$ cat config.mk
export PLATFORM = sky130hd
export DESIGN_NAME = ght_queue
export DESIGN_NICKNAME = d
export VERILOG_FILES = /design/src/design/generation_handle_table_assert.svh /design/src/design/ght_pkg.sv /design/src/design/ght_queue.sv
export SDC_FILE = /design/constraint.sdc
export NUM_CORES = 1
export LEC_CHECK = 0
export BUFFER_PORTS_ARGS = -buffer_cell sky130_fd_sc_hd__buf_2
export CORE_UTILIZATION = 43
export DETAILED_ROUTE_END_ITERATION = 12
export PLACE_DENSITY = 0.69
export SETUP_SLACK_MARGIN = 0.02
export SYNTH_ARGS = -nofsm -noshare
export SYNTH_HDL_FRONTEND = slang
export SYNTH_SLANG_ARGS = --single-unit
export TNS_END_PERCENT = 50
$ cat constraint.sdc
create_clock -name clk -period 4.68 [get_ports clk]
set_clock_uncertainty 0.2 [all_clocks]
set_input_delay 0.234 -clock clk [delete_from_list [all_inputs] [get_ports clk]]
set_output_delay 0.234 -clock clk [all_outputs]
set_load 0.1 [all_outputs]
$ cat src/design/generation_handle_table_assert.svh
// ---------------------------------------------------------------------------
// Handle table assertion macros
// Shared assertion forms for the handle table; clocked on clk, reset rst.
// ---------------------------------------------------------------------------
`ifndef GENERATION_HANDLE_TABLE_ASSERT_SVH
`define GENERATION_HANDLE_TABLE_ASSERT_SVH

// Flag a condition that must never hold outside reset.
`define GHT_ASSERT_NEVER(name, expr) \
  name: assert property (@(posedge clk) disable iff (rst) !(expr)) \
    else $error("handle table check failed");

// Flag a consequence that must hold in the cycle after its cause, reset included.
`define GHT_ASSERT_NEXT(name, cause, effect) \
  name: assert property (@(posedge clk) (cause) |=> (effect)) \
    else $error("handle table check failed");

`endif

$ cat src/design/ght_pkg.sv
// ---------------------------------------------------------------------------
// Handle table package
// Sizes, command and status codes, and the records shared by the modules.
// ---------------------------------------------------------------------------
package ght_pkg;

  localparam int TABLE_ENTRIES = 64;
  localparam int IDX_BITS      = 6;
  localparam int GEN_BITS      = 26;
  localparam int REF_BITS      = 16;
  localparam int QUEUE_DEPTH   = 2;
  localparam int QPTR_BITS     = 1;

  typedef logic [IDX_BITS-1:0] idx_t;

  localparam logic [IDX_BITS:0]   TABLE_END = (IDX_BITS+1)'(TABLE_ENTRIES);
  localparam idx_t                LAST_IDX  = IDX_BITS'(TABLE_ENTRIES - 1);
  localparam logic [REF_BITS-1:0] REF_SAT   = 16'hFFFE;

  localparam logic [3:0] CMD_ASSIGN   = 4'd0;
  localparam logic [3:0] CMD_TAKEOUT  = 4'd1;
  localparam logic [3:0] CMD_PUTBACK  = 4'd2;
  localparam logic [3:0] CMD_RELEASE  = 4'd3;
  localparam logic [3:0] CMD_GETMASK  = 4'd4;
  localparam logic [3:0] CMD_SETMASK  = 4'd5;
  localparam logic [3:0] CMD_SETOWNER = 4'd6;
  localparam logic [3:0] CMD_NEXT     = 4'd7;
  localparam logic [3:0] CMD_RELALL   = 4'd8;

  localparam logic [2:0] ST_OK     = 3'd0;
  localparam logic [2:0] ST_FULL   = 3'd1;
  localparam logic [2:0] ST_TYPE   = 3'd2;
  localparam logic [2:0] ST_NULL   = 3'd3;
  localparam logic [2:0] ST_CLOSED = 3'd4;
  localparam logic [2:0] ST_MODE   = 3'd5;
  localparam logic [2:0] ST_DENIED = 3'd6;

  typedef enum logic [3:0] {
    OP_IMM, OP_ASSIGN, OP_TAKE, OP_PUT, OP_RELEASE, OP_GETMASK,
    OP_SETMASK, OP_SETOWNER, OP_NEXT, OP_RELALL
  } op_t;

  typedef struct packed {
    op_t                 op;
    logic [2:0]          imm_status;
    idx_t                idx;
    logic [GEN_BITS-1:0] gen;
    logic [31:0]         obj;
    logic [3:0]          otype;
    logic [1:0]          mode;
    logic [31:0]         mask;
    logic [15:0]         owner;
    logic                take;
  } item_t;

  typedef struct packed {
    logic [31:0]         obj;
    logic [3:0]          otype;
    logic [15:0]         owner;
    logic [1:0]          mode;
    logic [31:0]         mask;
    logic [GEN_BITS-1:0] gen;
    logic [REF_BITS-1:0] refs;
  } entry_t;

  typedef struct packed {
    logic [2:0]  status;
    logic [31:0] handle_out;
    logic [31:0] object_out;
    logic [31:0] mask_out;
    logic        freed;
    logic        last;
  } result_t;

  typedef struct packed {
    logic clearing;
    logic busy;
  } back_stat_t;

endpackage

$ cat src/design/ght_queue.sv
// ---------------------------------------------------------------------------
// Handle table command queue
// Short FIFO of classified commands between front and back end.
// ---------------------------------------------------------------------------
module ght_queue (
  input  logic           clk,
  input  logic           rst,
  input  logic           push,
  input  ght_pkg::item_t push_item,
  output logic           full,
  input  logic           pop,
  output ght_pkg::item_t pop_item,
  output logic           empty
);
  import ght_pkg::*;

  item_t                slots [QUEUE_DEPTH];
  logic [QPTR_BITS-1:0] wr_ptr;
  logic [QPTR_BITS-1:0] rd_ptr;
  logic [QPTR_BITS:0]   count;

  assign full     = count == (QPTR_BITS+1)'(QUEUE_DEPTH);
  assign empty    = count == '0;
  assign pop_item = slots[rd_ptr];

  always_ff @(posedge clk) begin
    if (push && !full) begin
      slots[wr_ptr] <= push_item;
    end
  end

  always_ff @(posedge clk) begin
    if (rst) begin
      wr_ptr <= '0;
      rd_ptr <= '0;
      count  <= '0;
    end else begin
      if (push && !full) begin
        wr_ptr <= wr_ptr + 1'b1;
      end
      if (pop && !empty) begin
        rd_ptr <= rd_ptr + 1'b1;
      end
      count <= count + (QPTR_BITS+1)'(push && !full) - (QPTR_BITS+1)'(pop && !empty);
    end
  end

endmodule

# Yosys cells after proc, flatten, opt, wreduce, memory -nomap -nowiden
# Memories as Yosys holds them, arrays and structs flattened. A register that Yosys moved wholly into a read port is not among the register bits.
# Cells that the tools add are included.
[classes]
n_eq_ne = 1
n_addsub = 4
n_reduce_logical = 5
mux = 4
[op_table]
columns = ["operator", "count"]
rows = [
  ["$mux 1", 4],
  ["$add 1x1->1 const B", 2],
  ["$add 2x1->2", 1],
  ["$eq 2x2->1 const B", 1],
  ["$logic_and 1x1->1", 2],
  ["$logic_not 1->1", 2],
  ["$logic_not 2->1", 1],
  ["$sub 2x1->2", 1],
]
[totals]
input_bits = 130
memories = 1
ram_bits = 252
register_bits = 4
wordCells = 18
[memory_table]
columns = ["name", "depth", "width", "read_ports", "rd_ports_with_merged_regs", "wr", "line", "text"]
rows = [
  ["slots", 2, 126, 1, 1, 1, "ght_queue.sv:17", "item_t slots [QUEUE_DEPTH];"],
]

# Depth between registers and ports, before layout
[logic_depth]
depth_word = 5
depth_mapped = 8

# Worst setup path before layout
# Ideal clock, no wire load.
[synth_path]
path_kind = "register to register"
startpoint = "register count[0]"
endpoint = "memory slots[0][0] (netlist name) (enable)"
stages_incl_launch_ff = 5
setup_ns = 0.479
setup_slack_ns = 0.220
arrival_time_ns = 3.781
path_cell_list = "dfxtp_1 nand2b_2 inv_1 or3_1 inv_1"
[synth_via]
elab_chain_len = 5
[synth_rtl]
columns = ["element", "line", "text"]
rows = [
  ["from (decl)", "ght_queue.sv:20", "logic [QPTR_BITS:0] count;"],
  ["from (signal assigned)", "ght_queue.sv:44", "count <= count + (QPTR_BITS+1)'(push && !full) - (QPTR_BITS+1)'(pop && !empty);"],
  ["$eq 2x2->1", "ght_queue.sv:22", "assign full = count == (QPTR_BITS+1)'(QUEUE_DEPTH);"],
  ["named net full", "ght_queue.sv:10", "output logic full,"],
  ["$logic_not 1->1", "ght_queue.sv:27", "if (push && !full) begin"],
  ["$logic_and 1x1->1", "ght_queue.sv:27", ""],
  ["$mux 1", "ght_queue.sv:27", ""],
  ["$mux 1 (not written as such)", "ght_queue.sv:28", "slots[wr_ptr] <= push_item;"],
  ["to (decl)", "ght_queue.sv:17", ""],
]
# The timed path passes the listed nets, and every way through them passes these cells.

==> reports/metrics.csv <==
metric,value,unit
dieHeight,150,um
r2r_setup_slack,1990,ps
reg2reg_depth,5,
avgSynthCellArea,22.6,sq um
crit_path_max_incr_delay,740,ps
track_usage,16.3,%
crit_chain,buf_4 -> mux2_2 -> buf_2,
core-area,21300,sq um
die_area,22600,sq um
root_buffer,clkbuf_16,
r2r_end,slots[0][74]$_DFFE_PP_,
vias,5301,
wirelength,18.8,mm
use_met2,29.9,%
min_from,push_item[92],
floorplan.rows,53,
drive_above_1_share,50.4,%
overflow,0,
area_growth,38.7,%
holdCritPathClass,primary input to flip-flop,
cp-start-kind,flip-flop,
utilization,61.8,%
io_buffers,257,
worst_slew_pin_slew,1010,ps
crit_required,4250,ps
cts.sinks,257,
fin_crit_sh,61.4,%
hold_violations,0,
path_class,flip-flop to output port,
ys_ff_latch,257,
routed_via_density,4.74,
drtAntennaViolNets,0,
cts_buffers,26,
grt_antenna_before_repair,0,
first_iter_violations,227,
io_pins,258,
place.gp.congestion,0.744,
dr.pass1.iters,4,
insertion_delay,520,ps
grt_use_met1,18.6,%
syn-cell-area,9480,sq um
hold_end,slots[1][92]$_DFFE_PP_,
status,finished clean,
r2r-start,count[0]$_SDFF_PP0_,
grt_max_degree,71,
worst_hold_slack,222,ps
use_met3,3.85,%
synth_cell_type_count,21,
seq_area_frac_synth,80.9,%
drc,0,
initial_core_util,44.5,%
htreeDepth,1,
clkTransAtPathRegs,60,ps
layout_common_cells,"257 x buf_2, 252 x edfxtp_1, 130 x dlygate4sd3_1",
worst_path_max_delay_cell,buf_4,
dp_hpwl,11.5,mm
final_common_cell,buf_2,
critPathArrivalTime,2440,ps
setup_viol,0,
setup_tns,0,ps
die_x,150,um
final.min_clock_period,2880,ps
maxSlewViolCount,0,
antenna_cells,0,
ctsResizeCount,0,
fmax,348,MHz
fin_nets,956,
cpLargestDelayFamily,buffers and inverters,
path_max_fanout,70,
clock_path_buffers,3,
rsz0062_at_grt,false,
crit_buf_inv,2,
synth_top_flop_cell,edfxtp_1,
endpoint_kind,output port,
whs_path_depth,2,
routedWlPerCell,16.8,um
drv_cap,0,
async_reset_ff_share,0,%
grt_busiest_layer,met2,
synth_edf_count,252,
relSlewSlack,32.4,%
synth_nets,551,
cts_tree,built,
syn_inst,419,
ys.warnings.count,0,
grt_pass1_wl,28.6,mm
grt_pass1_vias,5841,
## repair_timing
| action | 4_1_cts | 5_1_grt |
|---|---|---|
| buffers inserted | 0 | 0 |
| hold buffers | 130 | 0 |
| hold endpoints to repair | 257 | 0 |
## worst reg2reg max path, cell delays in order (launching register included)
cell	delay, ps
dfxtp_1	410
nand2b_2	180
inv_1	70
or3_1	390
inv_4	590
buf_12	480
## registers in the layout (all words and copies together), names as in the netlist, named ones only
signal and cells:
slots 252, count 2, rd_ptr 1, wr_ptr 1
## cell families after synthesis
logic type | share of synthesized area [%]
compound gates | 0.185
fa+ha+maj | 0.264
flops | 80.9
buf+inv | 1.29
xor+xnor | 0.185
mux | 16.6
simple gates | 0.607
## how the worst max path moves through the flow
| stage | endpoint | slack (ps) | depth (start not counted) |
|---|---|---|---|
| 3_5_place_dp | slots[0][33]$_DFFE_PP_ | 2020 | 5 |
| 6_report | pop_item[113] | 1800 | 3 |
| 3_3_place_gp | slots[0][32]$_DFFE_PP_ | 2150 | 5 |
| 2_1_floorplan | slots[0][0]$_DFFE_PP_ | 220 | 4 |
| 4_1_cts | pop_item[113] | 1780 | 3 |
| 5_1_grt | pop_item[113] | 1690 | 3 |
## final cells by class
type                            instances  area [sq um]
Clock buffer                           32           673
Clock inverter                         16           106
Fill cell                            1524          8140
Inverter                                4          17.5
Multi-Input combinational cell        144          1690
Sequential cell                       257          7670
Tap cell                              275           344
Timing Repair Buffer                  391          2640
## cell usage after synthesis, drive strengths merged (2+ instances only)
cell type | n | area share (%)
edfxtp | 252 | 80
mux2 | 126 | 17
buf | 14 | 1.1
dfxtp | 5 | 1.1
inv | 4 | 0.16
nor2 | 4 | 0.16
ha | 2 | 0.26
## through the flow
step	cell area, sq um	cells	setup slack, ps
global route	13100	1119	1690
CTS	13100	1119	1780
finish	13100	1119	1800
floorplan	9480	419	220
detailed placement	11100	941	2020
global placement	11100	941	2150
## routing by layer
layer	routed length [um]	vias up
li1	-	2477
met3	1370	43
met1	7220	2578
met2	9780	203
met4	470	0
met5	0	-
Power is left out: the tool's default activity adds up to more than one toggle a clock period on the data nets, which glitch-free logic cannot reach.
