--- src/design/generation_handle_table_assert.svh ---
// ---------------------------------------------------------------------------
// Handle table assertion macros
// Shared assertion forms for the handle table; clocked on clk, reset rst.
// ---------------------------------------------------------------------------
`ifndef GENERATION_HANDLE_TABLE_ASSERT_SVH
`define GENERATION_HANDLE_TABLE_ASSERT_SVH

// Flag a condition that must never hold outside reset.
`define GHT_ASSERT_NEVER(name, expr) \
  name: assert property (@(posedge clk) disable iff (rst) !(expr)) \
    else $error("handle table check failed");

// Flag a consequence that must hold in the cycle after its cause, reset included.
`define GHT_ASSERT_NEXT(name, cause, effect) \
  name: assert property (@(posedge clk) (cause) |=> (effect)) \
    else $error("handle table check failed");

`endif

--- src/design/ght_pkg.sv ---
// ---------------------------------------------------------------------------
// Handle table package
// Sizes, command and status codes, and the records shared by the modules.
// ---------------------------------------------------------------------------
package ght_pkg;

  localparam int TABLE_ENTRIES = 64;
  localparam int IDX_BITS      = 6;
  localparam int GEN_BITS      = 26;
  localparam int REF_BITS      = 16;
  localparam int QUEUE_DEPTH   = 2;
  localparam int QPTR_BITS     = 1;

  typedef logic [IDX_BITS-1:0] idx_t;

  localparam logic [IDX_BITS:0]   TABLE_END = (IDX_BITS+1)'(TABLE_ENTRIES);
  localparam idx_t                LAST_IDX  = IDX_BITS'(TABLE_ENTRIES - 1);
  localparam logic [REF_BITS-1:0] REF_SAT   = 16'hFFFE;

  localparam logic [3:0] CMD_ASSIGN   = 4'd0;
  localparam logic [3:0] CMD_TAKEOUT  = 4'd1;
  localparam logic [3:0] CMD_PUTBACK  = 4'd2;
  localparam logic [3:0] CMD_RELEASE  = 4'd3;
  localparam logic [3:0] CMD_GETMASK  = 4'd4;
  localparam logic [3:0] CMD_SETMASK  = 4'd5;
  localparam logic [3:0] CMD_SETOWNER = 4'd6;
  localparam logic [3:0] CMD_NEXT     = 4'd7;
  localparam logic [3:0] CMD_RELALL   = 4'd8;

  localparam logic [2:0] ST_OK     = 3'd0;
  localparam logic [2:0] ST_FULL   = 3'd1;
  localparam logic [2:0] ST_TYPE   = 3'd2;
  localparam logic [2:0] ST_NULL   = 3'd3;
  localparam logic [2:0] ST_CLOSED = 3'd4;
  localparam logic [2:0] ST_MODE   = 3'd5;
  localparam logic [2:0] ST_DENIED = 3'd6;

  typedef enum logic [3:0] {
    OP_IMM, OP_ASSIGN, OP_TAKE, OP_PUT, OP_RELEASE, OP_GETMASK,
    OP_SETMASK, OP_SETOWNER, OP_NEXT, OP_RELALL
  } op_t;

  typedef struct packed {
    op_t                 op;
    logic [2:0]          imm_status;
    idx_t                idx;
    logic [GEN_BITS-1:0] gen;
    logic [31:0]         obj;
    logic [3:0]          otype;
    logic [1:0]          mode;
    logic [31:0]         mask;
    logic [15:0]         owner;
    logic                take;
  } item_t;

  typedef struct packed {
    logic [31:0]         obj;
    logic [3:0]          otype;
    logic [15:0]         owner;
    logic [1:0]          mode;
    logic [31:0]         mask;
    logic [GEN_BITS-1:0] gen;
    logic [REF_BITS-1:0] refs;
  } entry_t;

  typedef struct packed {
    logic [2:0]  status;
    logic [31:0] handle_out;
    logic [31:0] object_out;
    logic [31:0] mask_out;
    logic        freed;
    logic        last;
  } result_t;

  typedef struct packed {
    logic clearing;
    logic busy;
  } back_stat_t;

endpackage

--- src/design/ght_if.sv ---
// ---------------------------------------------------------------------------
// Handle table channels
// Request and response channels with valid/ready handshake.
// ---------------------------------------------------------------------------
interface ght_req_if;
  logic        valid;
  logic        ready;
  logic [3:0]  cmd;
  logic [31:0] handle;
  logic [31:0] object_ref;
  logic [3:0]  object_type;
  logic [1:0]  proc_mode;
  logic [31:0] access_mask;
  logic [15:0] owner_thread;
  logic        take_ref;

  modport source (output valid, cmd, handle, object_ref, object_type, proc_mode,
                  access_mask, owner_thread, take_ref, input ready);
  modport sink (input valid, cmd, handle, object_ref, object_type, proc_mode,
                access_mask, owner_thread, take_ref, output ready);
endinterface


--- src/design/ght_front.sv ---
// ---------------------------------------------------------------------------
// Handle table front end
// Accepts request words and classifies them for the back end.
// ---------------------------------------------------------------------------
module ght_front (
  ght_req_if.sink       req,
  input  logic          q_full,
  output logic          q_push,
  output ght_pkg::item_t q_item
);
  import ght_pkg::*;

  idx_t idx;
  logic out_range;

  assign idx       = req.handle[IDX_BITS-1:0];
  assign out_range = {1'b0, idx} >= TABLE_END;
  assign req.ready = !q_full;
  assign q_push    = req.valid && !q_full;

  always_comb begin
    q_item            = '0;
    q_item.idx        = idx;
    q_item.gen        = req.handle[31:IDX_BITS];
    q_item.obj        = req.object_ref;
    q_item.otype      = req.object_type;
    q_item.mode       = req.proc_mode;
    q_item.mask       = req.access_mask;
    q_item.owner      = req.owner_thread;
    q_item.take       = req.take_ref;
    q_item.op         = OP_IMM;
    q_item.imm_status = ST_OK;
    case (req.cmd)
      CMD_ASSIGN: begin
        if (req.object_type == 4'd0 || req.object_ref == 32'd0) begin
          q_item.imm_status = ST_TYPE;
        end else begin
          q_item.op = OP_ASSIGN;
        end
      end
      CMD_TAKEOUT, CMD_PUTBACK, CMD_RELEASE, CMD_GETMASK, CMD_SETMASK,
      CMD_SETOWNER: begin
        // null and out-of-range indexes never need the table
        if (idx == '0) begin
          q_item.imm_status = ST_NULL;
        end else if (out_range) begin
          q_item.imm_status = ST_CLOSED;
        end else begin
          case (req.cmd)
            CMD_TAKEOUT:  q_item.op = OP_TAKE;
            CMD_PUTBACK:  q_item.op = OP_PUT;
            CMD_RELEASE:  q_item.op = OP_RELEASE;
            CMD_GETMASK:  q_item.op = OP_GETMASK;
            CMD_SETMASK:  q_item.op = OP_SETMASK;
            default:      q_item.op = OP_SETOWNER;
          endcase
        end
      end
      CMD_NEXT:   q_item.op = OP_NEXT;
      CMD_RELALL: q_item.op = OP_RELALL;
      default:    q_item.op = OP_IMM;
    endcase
  end

endmodule

--- src/flat_wrapper.sv ---
// flat-port wrapper written by rule: the top's interface ports become plain ports
module ght_front_flat import ght_pkg::*;
  (q_full, q_push, q_item, req_valid, req_cmd, req_handle, req_object_ref, req_object_type, req_proc_mode, req_access_mask, req_owner_thread, req_take_ref, req_ready);
  ght_req_if req_i ();
  input  logic q_full;
  output logic q_push;
  output ght_pkg::item_t q_item;
  input wire logic [$bits(req_i.valid)-1:0] req_valid;
  input wire logic [$bits(req_i.cmd)-1:0] req_cmd;
  input wire logic [$bits(req_i.handle)-1:0] req_handle;
  input wire logic [$bits(req_i.object_ref)-1:0] req_object_ref;
  input wire logic [$bits(req_i.object_type)-1:0] req_object_type;
  input wire logic [$bits(req_i.proc_mode)-1:0] req_proc_mode;
  input wire logic [$bits(req_i.access_mask)-1:0] req_access_mask;
  input wire logic [$bits(req_i.owner_thread)-1:0] req_owner_thread;
  input wire logic [$bits(req_i.take_ref)-1:0] req_take_ref;
  output wire logic [$bits(req_i.ready)-1:0] req_ready;
  assign req_i.valid = req_valid;
  assign req_i.cmd = req_cmd;
  assign req_i.handle = req_handle;
  assign req_i.object_ref = req_object_ref;
  assign req_i.object_type = req_object_type;
  assign req_i.proc_mode = req_proc_mode;
  assign req_i.access_mask = req_access_mask;
  assign req_i.owner_thread = req_owner_thread;
  assign req_i.take_ref = req_take_ref;
  assign req_ready = req_i.ready;
  ght_front u_core (.req(req_i), .q_full(q_full), .q_push(q_push), .q_item(q_item));
endmodule
--- config.mk ---
export PLATFORM = sky130hd
export DESIGN_NAME = ght_front_flat
export DESIGN_NICKNAME = d
export VERILOG_FILES = /design/src/design/generation_handle_table_assert.svh /design/src/design/ght_pkg.sv /design/src/design/ght_if.sv /design/src/design/ght_front.sv /design/src/flat_wrapper.sv
export SDC_FILE = /design/constraint.sdc
export NUM_CORES = 1
export LEC_CHECK = 0
export BUFFER_PORTS_ARGS = -buffer_cell sky130_fd_sc_hd__buf_2
export CAP_MARGIN = 20
export CORE_AREA = 3 3 97 99
export DETAILED_ROUTE_END_ITERATION = 6
export DIE_AREA = 0 0 100 102
export GPL_TIMING_DRIVEN = 0
export SLEW_MARGIN = 5
export SYNTH_ARGS = -nofsm -noshare
export SYNTH_HDL_FRONTEND = slang
export SYNTH_SLANG_ARGS = --single-unit
--- constraint.sdc ---
create_clock -name vclk -period 2.6
set_input_delay 0.78 -clock vclk [all_inputs]
set_output_delay 0.78 -clock vclk [all_outputs]
set_load 0.02 [all_outputs]
# [Word-level counts from Yosys, hierarchy flattened]
# Index checks and enable logic that the tools add are counted.
# W data, S select, Z words.
[classes] n_addsub=0 n_mul=0 div=0 magnitude_cmp=0 eq_ne=8 shift=0 mux=7 n_bitwise=0 n_reduce_logical=8
[ops] cell="$logic_not A32 Y1" count=1
[ops] cell="$eq A4 B3 Y1 const B" count=4
[ops] cell="$pmux W4 S4" count=1
[ops] cell="$pmux W3 S5" count=1
[ops] cell="$eq A4 B2 Y1 const B" count=2
[ops] cell="$logic_not A4 Y1" count=2
[ops] cell="$logic_not A6 Y1" count=1
[ops] cell="$pmux W3 S2" count=1
[ops] cell="$reduce_or A6 Y1" count=1
[ops] cell="$eq A4 B1 Y1 const B" count=1
[ops] cell="$eq A4 B4 Y1 const B" count=1
[ops] cell="$mux W2" count=2
[ops] cell="$mux W4" count=1
[ops] cell="$logic_and A1 B1 Y1" count=1
[ops] cell="$logic_not A1 Y1" count=1
[ops] cell="$logic_or A1 B1 Y1" count=1
[ops] cell="$mux W1" count=1
[word_totals] regBits=0 latchBits=0 ramBits=0 romBits=0 inputBits=125 out_inout_bits=128 mem_count=0

# [Depth between registers and ports, before layout]
# Gate-level depths: netlist (run 1).
[depth] ltp_word=4 depth_mapped=4

# [Least setup slack after synthesis (run 1)]
# No wires, ideal clock.
[synth_timing] path_kind="input-to-output" start="in req_handle[1]" end="out q_item[119] in the netlist's numbering" arrival_ns=1.917 path_slack_ns=-0.097 cell_stages=3 n_path_buf=0 path_cell_list="nor4_1 nand2_1 nor4b_1"
[synth_rtl] item="from (decl)" line="flat_wrapper.sv:10" rtl="input wire logic [$bits(req_i.handle)-1:0] req_handle;"
[synth_rtl] item="to (decl)" line="flat_wrapper.sv:7" rtl="output ght_pkg::item_t q_item;"

==> results.json, run 1 <==
{
  "outcome": "complete, but fails checks",
  "violations": "negative setup slack",
  "netlist_instances": 158,
  "multi_input_area_um2": 348,
  "die_x_um": 100,
  "synth.net_count": 283,
  "report.final.slew_viol_count": 0,
  "fillers": 980,
  "synth_seq_area_share_pct": 0,
  "core_area_um2": 8640,
  "first_global_vias": 1422,
  "hold_class": "in -> out",
  "vdd_drop_max_uv": 86.9,
  "syn_area_per_cell_um2": 7.20,
  "cp_slowest_cell": "nor4_4",
  "overflow": 0,
  "path_class": "in -> out",
  "vias": 1533,
  "nNetsFinal": 462,
  "io_pins": 253,
  "cp_max_fo": 2,
  "crit_start": "req_object_ref[26]",
  "cp_data_required_time_ns": 1.82,
  "nClkBuffers": 0,
  "antenna_cells": 0,
  "die_area_um2": 10200,
  "pre_cts_slack_ns": -0.374,
  "synth_warnings": 0,
  "grt_first_pass_wirelength_um": 6630,
  "totalWireLength_um": 5290,
  "power.total_uw": 465,
  "drive_gt1_share_pct": 94.0,
  "crit_chain": "buf_2, nor4_4, nand4_1, o211ai_1, o311ai_2, buf_4",
  "fin_crit_ns": 2.74,
  "drv_cap": 0,
  "dieHeight_um": 102,
  "max_stage_delay_ns": 0.27,
  "syn_area_um2": 1140,
  "drc": 0,
  "wl_per_cell_um": 11.9,
  "p_leak_nw": 1.38,
  "setup_viol": 2,
  "antenna_found_initial": 0,
  "synth_cell_type_count": 20,
  "area_growth_pct": 105,
  "crit_path_end_kind": "output pin",
  "dp.final_hpwl_um": 4910,
  "final-seq-area_um2": 0,
  "drtAntennaViolNets": 0,
  "start_util_pct": 13.2,
  "power-per-cell-area_nw_per_um2": 199,
  "holdBufCountCts": 0,
  "hold_viol": 0,
  "setup.worst_path.start_class": "input pin",
  "fin_ws_ns": -0.144,
  "rows": 34,
  "rsz0062_at_grt": "yes",
  "cp_data_arrival_time_ns": 1.96,
  "track_usage_pct": 8.04,
  "grt_max_degree": 7,
  "firstDrtPassIters": 4,
  "port_buffers": 175,
  "min_from": "req_access_mask[7]",
  "place_congestion": 0.757,
  "seq_cell_count": 0,
  "post-route-util_pct": 27.0,
  "drt_iter0_markers": 5,
  "fmax_ghz": 0.364,
  "fin_crit_sh_pct": 106,
  "via_per_inst": 3.46
}
-- logic make-up (layout without fill, tap and decap cells) --
family                    count (synthesis)  in the layout  synth area share [%]
AOI/OAI and AO/OA                         6              6                  4.51
xor gates and xnor gates                  2              2                  1.54
buffers and inverters                   122            299                  79.9
and+or+nand+nor                          27             27                  13.8
other                                     1              1                 0.330
-- metal layers --
metal / up-vias / part of all wire [%] / GRT usage (%)
met5: - / 0 / 0
met4: 0 / 0 / 0
met3: 0 / 12 / 1.23
met2: 131 / 57 / 17.8
met1: 656 / 31 / 8.18
li1: 746 / - / -
-- worst paths after layout --
path | end | cells after the start
setup / recovery | q_item[122] | 6
hold / removal | q_item[24] | 2
-- worst max-delay path, delay by kind of cell --
family / cells / cell delay (ns)
AO/OA/AOI/OAI: 2 / 0.41
AND/OR/NAND/NOR: 2 / 0.47
buffers and inverters: 2 / 0.29
-- metrics by stage --
step | area, um2 | hold WS [ns] | TNS (ns) | cells
finish | 2330 | 1.78 | -0.252 | 443
global placement | 2150 | 1.78 | -0.671 | 441
global route | 2330 | 1.78 | -0.536 | 443
CTS | 2230 | 1.78 | -0.244 | 441
detailed placement | 2150 | 1.78 | -0.688 | 441
floorplan | 1140 | 1.61 | 0 | 158
-- power breakdown --
part | leakage, nW | internal (mW) | total (mW) | switching [mW]
registers | 0 | 0 | 0 | 0
logic | 1.38 | 0.227 | 0.465 | 0.237
clock network | 0 | 0 | 0 | 0
total | 1.38 | 0.227 | 0.465 | 0.237
-- layout by cell type, fill, tap and decap left out --
cell type	count
inv_1	2
nor2_1	5
or2_4	1
o211ai_1	1
xnor2_1	1
xor2_1	1
buf_2	167
nand2_2	3
nor4_4	5
and2_1	1
nor4_2	3
or4_4	1
nand4_1	2
o311ai_2	1
nor2_4	1
a221oi_2	1
a32o_2	1
nand2_1	2
nor4_1	1
nor2b_1	1
nor4b_2	1
buf_4	122
conb_1	1
o21ai_0	2
buf_6	8
-- cell type report --
class | instances | share of cell area [%]
Inverter | 2 | 0.322
Tap cell | 108 | 5.79
Multi-Input combinational cell | 36 | 14.9
Buffer | 120 | 38.6
Timing Repair Buffer | 177 | 40.3
-- cell usage after synthesis --
| library cell | instances | area [um2] |
|---|---|---|
| o211ai_1 | 1 | 7.51 |
| or2_2 | 1 | 6.26 |
| nor2_4 | 1 | 11.3 |
| o311ai_0 | 1 | 8.76 |
| nor2b_1 | 1 | 6.26 |
| nor4_1 | 9 | 56.3 |
| conb_1 | 1 | 3.75 |
| xor2_1 | 1 | 8.76 |
| nand2_1 | 5 | 18.8 |
| and2_1 | 1 | 6.26 |
| nor4b_1 | 1 | 8.76 |
| o21ai_0 | 2 | 10.0 |
| or4_4 | 1 | 11.3 |
| buf_4 | 120 | 901 |
| a221oi_2 | 1 | 15.0 |
| nor2_1 | 5 | 18.8 |
| nand4_1 | 2 | 12.5 |
| inv_1 | 2 | 7.51 |
| a32o_1 | 1 | 10.0 |
| xnor2_1 | 1 | 8.76 |
-- timing repair --
| action | 4_1_cts | 5_1_grt |
|---|---|---|
| buffers inserted | 0 | 2 |
| pin swaps | 6 | 7 |
| resized for setup | 14 | 19 |
| endpoints found under the setup margin | 2 | 6 |
No activity file was read; power rests on OpenSTA's default activity.
==> inputs of run 2 (changes only) <==
GPL_TIMING_DRIVEN = unset   (was 0)
==> results.json, run 2 (synthesis gave the netlist of run 1 again) <==
{
  "layout_commonest_cell": "buf_2",
  "holdBufCountCts": 0,
  "post-route-util_pct": 12.7,
  "nNetsFinal": 277,
  "place_congestion": 0.729,
  "core_area_um2": 8640,
  "power.total_uw": 193,
  "rsz0062_at_grt": "yes",
  "cp_data_required_time_ns": 1.82,
  "vias": 895,
  "drv_cap": 0,
  "crit_path_end_kind": "output pin",
  "die_area_um2": 10200,
  "grt_max_degree": 7,
  "grt_first_pass_wirelength_um": 4760,
  "first_global_vias": 729,
  "rows": 34,
  "report.final.slew_viol_count": 0,
  "area_growth_pct": -3.74,
  "drt_iter0_markers": 5,
  "hold_ws_ns": 1.56,
  "p_leak_nw": 0.562,
  "outcome": "complete, but fails checks",
  "final_cell_mix": "91 x buf_2, 14 x buf_4, 5 x nor2_1, 5 x buf_6",
  "vdd_drop_max_uv": 33.2,
  "dieHeight_um": 102,
  "firstDrtPassIters": 2,
  "drive_gt1_share_pct": 82.7,
  "totalWireLength_um": 4120,
  "fmax_ghz": 0.362,
  "final-seq-area_um2": 0,
  "track_usage_pct": 6.37,
  "cp_data_arrival_time_ns": 1.98,
  "antenna_cells": 0,
  "drtAntennaViolNets": 0,
  "dp.final_hpwl_um": 3770,
  "hold_viol": 0,
  "crit_start": "req_object_ref[22]",
  "die_x_um": 100,
  "nClkBuffers": 0,
  "drc": 0,
  "wl_per_cell_um": 16.0,
  "fin_ws_ns": -0.162,
  "fillers": 1018,
  "setup_viol": 3,
  "violations": "negative setup slack",
  "io_pins": 253,
  "multi_input_area_um2": 305,
  "pre_cts_slack_ns": -0.356,
  "setup.worst_path.start_class": "input pin",
  "path_class": "in -> out",
  "fin_crit_sh_pct": 106,
  "power-per-cell-area_nw_per_um2": 176,
  "hold_class": "in -> out",
  "via_per_inst": 3.47,
  "min_from": "req_owner_thread[0]",
  "fin_crit_ns": 2.76,
  "start_util_pct": 13.2,
  "antenna_found_initial": 0,
  "port_buffers": 98,
  "overflow": 0,
  "seq_cell_count": 0,
  "cp_max_fo": 2
}
[run 2: worst paths after layout]
kind / slack (ns) / depth (start not counted) / end
worst max-delay path: -0.16 / 7 / q_item[122]
worst min-delay path: 1.56 / 0 / q_item[1]
[run 2: metal layers]
layer  GRT usage (%)  wire length [um]
met5               0                 0
met4            3.52               216
met3            4.91               858
met2            11.6              2060
met1            4.72               982
[run 2: layout make-up]
type                            count  area share [%]
Inverter                            2           0.686
Multi-Input combinational cell     36            27.9
Tap cell                          108            12.3
Timing Repair Buffer              112            59.1
[run 2: repair_timing]
item / in CTS / in global routing
setup endpoints to repair: 3 / 5
gates resized for setup: 17 / 5
buffers inserted: 0 / 1
pin swaps: 9 / 7
gates cloned: 0 / 0
[run 2: power breakdown]
part | switching (mW) | internal, mW | leakage [nW]
combinational | 0.111 | 0.0821 | 0.562
sequential | 0 | 0 | 0
clock | 0 | 0 | 0
total | 0.111 | 0.0821 | 0.562
[run 2: metrics by stage]
step	cell area (um2)	std cells	setup TNS, ns
final	1090	258	-0.275
after global placement	966	257	-0.700
after floorplan	1140	158	0
after CTS	1060	257	-0.336
after global routing	1090	258	-0.516
after detailed placement	966	257	-0.704
[run 2: critical path: stages]
cell and delay, ns:
buf_8 0.10, nor4_4 0.24, buf_4 0.14, nand4_1 0.16, o211ai_1 0.23, o311ai_1 0.14
buf_2 0.19
==> inputs of run 3 (changes only) <==
BUFFER_PORTS_ARGS = unset   (was -buffer_cell sky130_fd_sc_hd__buf_2)
CORE_AREA = 3 3 98 100   (was 3 3 97 99)
DIE_AREA = 0 0 101 103   (was 0 0 100 102)
DONT_BUFFER_PORTS = 1   (was unset)
SETUP_SLACK_MARGIN = 0.15   (was unset)
clock period = 2.5 ns   (was 2.6 ns; I/O delays follow)
==> results.json, run 3 (synthesis gave the netlist of run 1 again) <==
{
  "die_area_um2": 10400,
  "holdBufCountCts": 0,
  "rsz0062_at_grt": "yes",
  "io_pins": 253,
  "port_buffers": 0,
  "area_growth_pct": -55.2,
  "min_from": "req_handle[28]",
  "placed_area_um2": 409,
  "die_x_um": 101,
  "fmax_ghz": 0.389,
  "via_per_inst": 3.31,
  "fin_crit_sh_pct": 103,
  "path_class": "in -> out",
  "track_usage_pct": 4.33,
  "nClkBuffers": 0,
  "drv_cap": 0,
  "setup_viol": 2,
  "path_delay_family": "compound AO/OA/AOI/OAI gates",
  "start_util_pct": 13.0,
  "dp.final_hpwl_um": 2530,
  "hold_path_depth": 0,
  "cp_slowest_cell": "o211ai_1",
  "wl_per_cell_um": 19.4,
  "cp_data_required_time_ns": 1.75,
  "violations": "negative setup slack",
  "drtAntennaViolNets": 0,
  "critPathBufInv": 1,
  "post-route-util_pct": 5.81,
  "place_congestion": 0.459,
  "firstDrtPassIters": 4,
  "p_leak_nw": 0.109,
  "cp_max_fo": 2,
  "vdd_drop_max_uv": 11.4,
  "dieHeight_um": 103,
  "crit_path_end_kind": "output pin",
  "hold_viol": 0,
  "grt_first_pass_wirelength_um": 3230,
  "first_global_vias": 507,
  "fillers": 1036,
  "min_to": "q_item[109]",
  "rows": 34,
  "overflow": 0,
  "antenna_cells": 0,
  "totalWireLength_um": 2920,
  "grt_max_degree": 7,
  "power-per-cell-area_nw_per_um2": 86.1,
  "final-seq-area_um2": 0,
  "seq_cell_count": 0,
  "setup.worst_path.start_class": "input pin",
  "report.final.slew_viol_count": 0,
  "max_stage_delay_ns": 0.32,
  "cp_data_arrival_time_ns": 1.82,
  "drc": 0,
  "antenna_found_initial": 0,
  "vias": 496,
  "hold_class": "in -> out",
  "crit_chain": "nor4_4, buf_4, nand4_1, o211ai_1, o311ai_4",
  "fin_ws_ns": -0.0721,
  "nNetsFinal": 169,
  "drive_gt1_share_pct": 52.4,
  "outcome": "complete, but fails checks",
  "fin_crit_ns": 2.57,
  "crit_start": "req_object_ref[23]",
  "layout_commonest_cell": "buf_4",
  "drt_iter0_markers": 18,
  "core_area_um2": 8760,
  "pre_cts_slack_ns": -0.202,
  "final_cell_area_um2": 509
}
run 3: cell count changes in the layout (fill, tap and decap cells not counted), sizes merged:
cell | previous run | this run
buf | 112 | 4
run 3: layer usage:
layer	vias to the layer above	GRT usage [%]	wire length [um]
met2	98	7.95	1490
met3	44	2.98	652
met4	0	4.91	301
li1	158	-	-
met5	-	0	0
met1	196	2.40	471
run 3: metrics by stage:
step	cells	setup TNS [ns]	power [mW]	hold WS, ns
5_1_grt	150	-0.223	0.0464	1.50
6_report	150	-0.0796	0.0438	1.50
4_1_cts	149	-0.136	0.0403	1.50
2_1_floorplan	158	0	0.309	1.55
3_5_place_dp	149	-0.460	0.0352	1.50
3_3_place_gp	149	-0.357	0.0348	1.50
run 3: worst max-delay path by stage:
stage | endpoint | slack [ns] | depth (start not counted)
final | q_item[122] | -0.07 | 5
after detailed placement | q_item[122] | -0.20 | 5
after CTS | q_item[122] | -0.11 | 5
after global placement | q_item[122] | -0.16 | 4
after global routing | q_item[122] | -0.18 | 5
after floorplan | q_item[120] | 0.05 | 3
run 3: area by class of cell:
cell class | instances | area (um2) | share of cell area, %
repair buffers | 4 | 30.0 | 5.90
inverters | 2 | 7.51 | 1.47
multi-input cells | 36 | 337 | 66.1
well taps | 108 | 135 | 26.5
run 3: repair_timing:
action                     CTS  global route
pin swaps                    7             4
buffers inserted             0             1
gates resized for setup     12             5
setup endpoints to repair    5             3
run 3: report_power, final:
part,internal (mW),switching (mW)
clock,0,0
combinational,0.0176,0.0262
sequential,0,0
total,0.0176,0.0262
